File: src/msfc_pkg.sv
package msfc_pkg;

    // Fixed field widths of the request and result channels.
    localparam int VERT_BITS      = 6;
    localparam int WEIGHT_IN_BITS = 16;
    localparam int COUNT_BITS     = 7;
    localparam int TREE_BITS      = 22;
    localparam int DROP_BITS      = 16;

    // Defaults for the top-level parameters.
    localparam int DEF_MAX_VERTICES = 64;
    localparam int DEF_MAX_EDGES    = 1024;
    localparam int DEF_WEIGHT_BITS  = 16;

    // Depth of the command queue between front and back.
    localparam int QUEUE_DEPTH = 4;

    // One classified edge request handed from the front to the back.
    typedef struct packed {
        logic                      store;
        logic                      last;
        logic [VERT_BITS-1:0]      src;
        logic [VERT_BITS-1:0]      dst;
        logic [WEIGHT_IN_BITS-1:0] weight;
        logic [DROP_BITS-1:0]      dropped;
    } edge_cmd_t;

    typedef enum logic [3:0] {
        S_IDLE,
        S_UP_START,
        S_UP_CMP,
        S_UP_PUT,
        S_KR_CHK,
        S_POP,
        S_DN,
        S_CHK_V,
        S_FD_WALK,
        S_FD_COMP,
        S_JOIN_A,
        S_JOIN_B,
        S_CNT_CHK,
        S_EM_CHK
    } back_state_t;

endpackage

File: src/msfc_queue.sv
module msfc_queue
    import msfc_pkg::*;
#(
    parameter int DEPTH = QUEUE_DEPTH
) (
    input  logic      clk,
    input  logic      rst_n,
    input  logic      push,
    input  edge_cmd_t push_data,
    output logic      full,
    input  logic      pop,
    output edge_cmd_t pop_data,
    output logic      empty
);

    localparam int PW = $clog2(DEPTH);
    localparam int NW = $clog2(DEPTH + 1);

    edge_cmd_t         slots [DEPTH];
    logic [PW-1:0]     wr_reg, rd_reg;
    logic [NW-1:0]     fill_reg;
    logic              do_push, do_pop;

    assign full     = (fill_reg == NW'(DEPTH));
    assign empty    = (fill_reg == '0);
    assign do_push  = push && !full;
    assign do_pop   = pop && !empty;
    assign pop_data = slots[rd_reg];

    always_ff @(posedge clk)
    begin
        if (do_push)
            slots[wr_reg] <= push_data;
    end

    always_ff @(posedge clk or negedge rst_n)
    begin
        if (!rst_n)
        begin
            wr_reg   <= '0;
            rd_reg   <= '0;
            fill_reg <= '0;
        end
        else
        begin
            if (do_push)
                wr_reg <= (32'(wr_reg) == DEPTH - 1) ? '0 : wr_reg + PW'(1);
            if (do_pop)
                rd_reg <= (32'(rd_reg) == DEPTH - 1) ? '0 : rd_reg + PW'(1);
            if (do_push && !do_pop)
                fill_reg <= fill_reg + NW'(1);
            else if (do_pop && !do_push)
                fill_reg <= fill_reg - NW'(1);
        end
    end

endmodule

File: config.mk
export PLATFORM = sky130hd
export DESIGN_NAME = msfc_queue
export DESIGN_NICKNAME = d
export VERILOG_FILES = /design/src/msfc_pkg.sv /design/src/msfc_queue.sv
export SDC_FILE = /design/constraint.sdc
export NUM_CORES = 1
export LEC_CHECK = 0
export BUFFER_PORTS_ARGS = -buffer_cell sky130_fd_sc_hd__buf_2
export CAP_MARGIN = 20
export CORE_AREA = 2 2 123 154
export CTS_CLUSTER_SIZE = 24
export DETAILED_ROUTE_END_ITERATION = 10
export DIE_AREA = 0 0 125 156
export PLACE_DENSITY = 0.61
export SYNTH_ARGS = -nofsm -noshare
export SYNTH_HDL_FRONTEND = slang
export SYNTH_SLANG_ARGS = --single-unit
File: constraint.sdc
create_clock -name clk -period 4.88 [get_ports clk]
set_input_delay 0.244 -clock clk [delete_from_list [all_inputs] [get_ports clk]]
set_output_delay 0.244 -clock clk [all_outputs]
set_load 0.03 [all_outputs]
==> results.md, run 1 <==
- TritonCTS Buffers: 17
- RSZ-0062 raised after global routing: no
- Worst min path class: primary input to flop
- Reg2reg path depth: 4
- Maximum number of pins on one net before global-route repair: 50
- Final setup viols: 0
- Placer Congestion: 0.722
- DRC: 0
- Part of the power in the clock network: 24.4%
- Multi-input combinational cell area: 1330 um^2
- Reg2reg start: fill_reg[0]$_DFFE_PN0P_
- Die Wd: 125 um
- Reg2Reg Capture Point: slots[2][26]$_DFFE_PP_
- Pre-antenna DRT Iters: 4
- Commonest cells after routing, fill and taps aside: edfxtp_1 (184), buf_2 (97), mux4_2 (46), clkbuf_16 (17), ha_1 (6)
- Layout area overhead: 18.9%
- Most common cell after layout, fill and taps aside: edfxtp_1
- Critical Path End Type: primary output
- Row cnt: 55
- Register area: 5710 um^2
- NetSw: 1.91 mW
- Worst hold endpoint: slots[3][22]$_DFFE_PP_
- Final Hold Slack: 0.0366 ns
- Unique masters post-synth: 22
- Routed Antenna Nets: 0
- Grt peak-use layer: met2
- Root Buffer: clkbuf_16
- Vias per inst: 4.94
- Startpoint types: flop
- Ports: 98
- Synth Instances: 277
- Starting DRT DRC Count: 207
- Fmax: 387 MHz
- Seq/Total Area, Yosys: 80.3%
- First-pass GRT wire length: 19500 um
- Hold path start: push_data[22]
- Arr. time, crit path: 2.34 ns
- GR Util met3: 3.81%
- Static Leak: 2.89 nW
- Number of I/O port buffers: 97
- Drt wl/cell: 19.8 um
- Antenna violations before repair: 2
- Avg Cell Area, Syn: 25.6 um^2
- CTS tree: done
- GR Util met1: 16.7%
- Cell taking the most area after synthesis: edfxtp_1
- Max-slew headroom: 35.5%
- Yosys top cell area share: 77.8%
- Die height: 156 um
- Fin crit period: 2.58 ns
- Reg clk slew, reported paths: 0.07 ns
- # H-tree levels: 4
- Number of fill cells: 1494
- Max Cap Viol: 0
- Core Footprint: 18000 um^2
- Power density over cell area: 648 nW/um^2
- Max IR drop VDD: 314 uV
- Syn_nets: 334
- Req. time, crit path: 4.64 ns
- Detailed Place HPWL: 7560 um
- Starting Density: 39.4%
- Largest register FFs: 184
- Vias in the first global route: 3501
- Fraction of layout cells with a size suffix above 1: 47.6%
- Synth warn: 0
- Hold Path Depth: 1
- Via count: 3116
- Tcrit/Tclk final: 52.9%
- Total Routing Usage GR: 13.3%
- Final Hold Vio Count: 0
- Clock tree buffer depth: 2
- Grt met2 use: 22.4%
- Worst-path maximum fanout: 49
- Yosys reg bits: 191
- Clk Latency, worst-skew pair: 0.42 ns
- WL final: 12500 um
- Sum of negative setup slack: 0 ns
- Synth Cell Area: 7100 um^2
- Switching power share of the total: 34.8%
- Critical path type: flop to primary output
- Int Pwr: 3.57 mW
- Outcome: finished clean
- Final net count: 446
- Cts hold-fix bufs: 1
- Worst-margin pin slew: 0.968 ns
- Post-CTS setup buffers: 0
- Total gr overflow: 0
- FF-to-FF setup slack: 2.62 ns
- Clock sinks: 191
- Final Max Tran Viols: 0
- Die area: 19500 um^2
- Post_cts resized: 0
- Comb pwr share: 31.6%
- Clk_skew: 0.00751 ns
- Synth top area cells: edfxtp_1 (78%), mux4_2 (15%), dfrtp_1 (2.5%), ha_1 (1.1%), buf_6 (0.48%)
- Power share of the sequential group: 44.0%
## Yosys cell counts, drive strengths merged
| cell | instances |
|---|---|
| clkbuf | 1 |
| nor2b | 1 |
| nor3 | 2 |
| buf | 9 |
| edfxtp | 184 |
| mux4 | 46 |
| and2 | 3 |
| nor3b | 1 |
| xor2 | 2 |
| mux2 | 4 |
| ha | 6 |
| dfrtp | 7 |
| fa | 1 |
| inv | 3 |
| xnor2 | 1 |
| o31ai | 1 |
| nor2 | 3 |
| nand2 | 1 |
| a21o | 1 |
## layer usage
layer	wire length (um)	share of wire, %	up-vias
met5	0	0	-
met4	177	1.4	0
met3	569	4.6	13
met2	6380	51	69
met1	5370	43	1639
li1	-	-	1395
## how the worst max path moves through the flow
stage / from / end / slack (ns) / depth (start not counted)
final: rd_reg[0]$_DFFE_PN0P_ / pop_data[26] / 2.30 / 2
after global routing: rd_reg[0]$_DFFE_PN0P_ / pop_data[18] / 2.12 / 2
after CTS: rd_reg[0]$_DFFE_PN0P_ / pop_data[26] / 2.20 / 2
after detailed placement: fill_reg[2]$_DFFE_PN0P_ / slots[2][3]$_DFFE_PP_ / 2.59 / 4
after global placement: fill_reg[2]$_DFFE_PN0P_ / slots[2][22]$_DFFE_PP_ / 2.61 / 4
after floorplan: fill_reg[0]$_DFFE_PN0P_ / slots[3][0]$_DFFE_PP_ / 1.81 / 2
## cells by family (layout without fill, tap and decap cells)
| kind of cell | after synthesis | count (layout) | synth area share, % |
|---|---|---|---|
| buffers and inverters | 13 | 137 | 1.18 |
| and+or+nand+nor | 11 | 11 | 1.08 |
| adders and majority gates | 7 | 7 | 1.34 |
| AOI/OAI and AO/OA | 2 | 2 | 0.405 |
| DFF | 191 | 191 | 80.3 |
| other | 0 | 2 | 0 |
| muxes | 50 | 50 | 15.3 |
| xor gates and xnor gates | 3 | 3 | 0.370 |
## metrics by stage
step	worst slack [ns]	total power [mW]	instance area [um^2]	utilization [%]	std cells
global placement	2.61	4.19	7850	43.5	597
detailed placement	2.59	4.23	7850	43.5	597
floorplan	1.81	3.71	7100	-	277
CTS	2.20	5.56	8440	46.8	629
global route	2.12	5.74	8440	46.8	629
finish	2.30	5.47	8440	46.8	631
## power groups by stage
stage                     sequential [mW]  combinational (mW)  clock (mW)
final                                2.41                1.73        1.33
after global routing                 2.46                1.84        1.43
after CTS                            2.43                1.77        1.36
after detailed placement             2.46                1.77           0
after global placement               2.44                1.75           0
after floorplan                      2.29                1.42           0
## final cells by class
| type | count | share of cell area (%) |
|---|---|---|
| tap | 228 | 3.38 |
| multi-input combinational | 73 | 15.7 |
| clock buffer | 17 | 5.04 |
| clock inverter | 14 | 1.79 |
| sequential | 191 | 67.6 |
| antenna | 2 | 0.0593 |
| timing repair buffer | 103 | 6.31 |
| inverter | 3 | 0.133 |
## worst max-delay path: stages, from the launching register on
cell and delay (ns):
dfrtp_4 1.07, mux4_2 0.64, buf_2 0.20
(Power assumes the default switching activity.)
==> inputs of run 2 (changes only) <==
- ABC_AREA: default -> 1
- CORE_AREA: 2 2 123 154 -> 2 2 130 164
- DIE_AREA: 0 0 125 156 -> 0 0 132 166
- PLACE_DENSITY: 0.61 -> 0.63
- clock period: 4.88 -> 2.1 ns (I/O delays scaled with it)
==> results.md, run 2 <==
- Die Wd: 132 um
- Fin crit period: 1.92 ns
- Starting DRT DRC Count: 210
- Unique masters post-synth: 19
- Most common cell after layout, fill and taps aside: edfxtp_1
- FF-to-FF setup slack: 0.18 ns
- Clk_skew: 0.0103 ns
- Drt wl/cell: 15.1 um
- Synth Cell Area: 8050 um^2
- Req. time, crit path: 2.41 ns
- Maximum number of pins on one net before global-route repair: 77
- Reg2Reg Capture Point: fill_reg[2]$_DFFE_PN0P_
- Total chip power: 14.5 mW
- Die height: 166 um
- Commonest cells after routing, fill and taps aside: edfxtp_1 (184), nand2_1 (152), inv_1 (105), buf_2 (97), dlygate4sd3_1 (49)
- Worst-path maximum fanout: 4
- Yosys top cell area share: 68.6%
- DRC: 0
- Power density over cell area: 1450 nW/um^2
- RSZ-0062 raised after global routing: no
- Critical Path End Type: flop
- Critical path type: flop to flop
- WL final: 15600 um
- Outcome: finished clean
- Core Footprint: 20400 um^2
- Arr. time, crit path: 2.23 ns
- Placed Area: 8870 um^2
- Syn_nets: 654
- Worst min path class: primary input to async pin
- Crit path cell chain: inv_2, nand3_1, nand2_1, inv_1, ha_1, inv_1, fa_1, nand2_1, nand3_1, nand2_1, nand2_1
- Reg clk slew, reported paths: 0.07 ns
- Synth warn: 0
- Number of I/O port buffers: 97
- Synth Flop Type: edfxtp_1
- Seq/Total Area, Yosys: 70.8%
- Count leader, synth: edfxtp_1
- Max Cap Viol: 0
- Die area: 21900 um^2
- Ports: 98
- CP startpoint: fill_reg[0]$_DFFE_PN0P_
- Reg2reg path depth: 11
- Avg Cell Area, Syn: 13.5 um^2
- EDFF count, synth: 184
- Clock tree buffer depth: 2
- Final setup viols: 0
- Detailed Place HPWL: 9660 um
- Antenna violations before repair: 0
- Slowest Stage Delay on Critical Path: 0.44 ns
- Layout area overhead: 24.0%
- DP Worst Slack: 0.213 ns
- Routed Antenna Nets: 0
- ANT cells: 0
- Reg2reg start: fill_reg[0]$_DFFE_PN0P_
- Clk Latency, worst-skew pair: 0.42 ns
- Yosys reg bits: 191
- Worst setup path end: fill_reg[2]$_DFFE_PN0P_
- Max IR drop VDD: 548 uV
- First-pass GRT wire length: 25800 um
- Top cells by count, synth: edfxtp_1 (184), nand2_1 (153), inv_1 (105)
- Final Max Tran Viols: 0
- Starting Density: 39.4%
- Post-synth ARST share: 3.66%
- TritonCTS Buffers: 17
- CTS tree: done
- Cell taking the most area after synthesis: edfxtp_1
- Fin area: 9980 um^2
- Fmax: 521 MHz
- Final Hold Vio Count: 0
- Root Buffer: clkbuf_16
- Final net count: 805
- CP max-delay cell: dfrtp_1
- Largest register FFs: 184
- Fraction of layout cells with a size suffix above 1: 26.1%
- Synth Instances: 597
- Total Routing Usage GR: 15.1%
- Clock sinks: 191
- Row cnt: 59
- Tcrit/Tclk final: 91.4%
- Total gr overflow: 0
- Worst-margin pin slew: 0.370 ns
- Placer Congestion: 0.708
- Startpoint types: flop
- Pre-antenna DRT Iters: 4
- Top cell by count, worst path: nand2_1
- Vias per inst: 4.66
- Vias in the first global route: 5054
- Static Leak: 4.01 nW
- Post-CTS setup buffers: 0
- Max-slew headroom: 75.3%
- # H-tree levels: 4
- Final setup slack of the worst path: 0.180 ns
- Via count: 4816
- Synth top area cells: edfxtp_1 (69%), o211ai_2 (7.1%), nand2_1 (7.1%), inv_1 (4.9%), o211ai_1 (4.3%)
## run 2: worst min-delay path by stage
stage                              end   from  slack, ns  depth (start not counted)
2_1_floorplan  fill_reg[0]$_DFFE_PN0P_  rst_n      -0.19                          0
3_3_place_gp     rd_reg[0]$_DFFE_PN0P_  rst_n      -0.05                          1
3_5_place_dp   fill_reg[2]$_DFFE_PN0P_  rst_n      -0.05                          1
4_1_cts        fill_reg[2]$_DFFE_PN0P_  rst_n       0.03                          2
5_1_grt          rd_reg[0]$_DFFE_PN0P_  rst_n       0.05                          2
6_report       fill_reg[2]$_DFFE_PN0P_  rst_n       0.04                          2
## run 2: what timing repair did
item                       4_1_cts  5_1_grt
hold endpoints to repair       195        0
hold buffers                    49        0
resized for setup                0        2
setup endpoints to repair        0        1
## run 2: cell type report
cell class                      count  area, um^2
Clock buffer                       20         437
Clock inverter                     11         180
Fill cell                        1742       10500
Inverter                          108         405
Multi-Input combinational cell    268        1710
Sequential cell                   191        5710
Tap cell                          274         343
Timing Repair Buffer              162        1210
## run 2: metrics by stage
stage | setup TNS (ns) | std cells | hold slack, ns | utilization [%]
3_3_place_gp | 0 | 954 | -0.0478 | 43.4
3_5_place_dp | 0 | 954 | -0.0453 | 43.4
6_report | 0 | 1034 | 0.0380 | 48.8
2_1_floorplan | -51.60 | 597 | -0.191 | -
5_1_grt | 0 | 1034 | 0.0455 | 48.8
4_1_cts | 0 | 1034 | 0.0297 | 48.8
## run 2: report_power, final
part / leakage [nW] / internal [mW] / total, mW / switching, mW
clock network: 0.290 / 2.01 / 3.34 / 1.33
logic: 1.95 / 1.80 / 5.85 / 4.05
registers: 1.77 / 5.01 / 5.28 / 0.262
## run 2: metal layers
metal  global-route usage (%)  vias up  routed length, um
met3                     2.96       18                595
met1                     17.3     2324               6430
li1                         -     2356                  -
met2                     27.9      118               8390
met4                     5.39        0                209
met5                        0        -                  0
## run 2: kinds of logic (layout without fill, tap and decap cells)
logic type	Yosys count	count (layout)	synth area share (%)
DFF	191	191	70.8
and+or+nand+nor	167	167	7.92
buffers and inverters	138	301	8.50
AOI/OAI and AO/OA	93	93	11.5
adders and majority gates	7	7	1.18
xor gates and xnor gates	1	1	0.109
## run 2: worst max-delay path: cells and delay by family, from the launching register on
kind                     cells  cell delay, ns
flip-flops                   1            0.44
buffers and inverters        3            0.22
AND/OR/NAND/NOR              6            0.55
adder cells (fa/ha/maj)      2            0.59
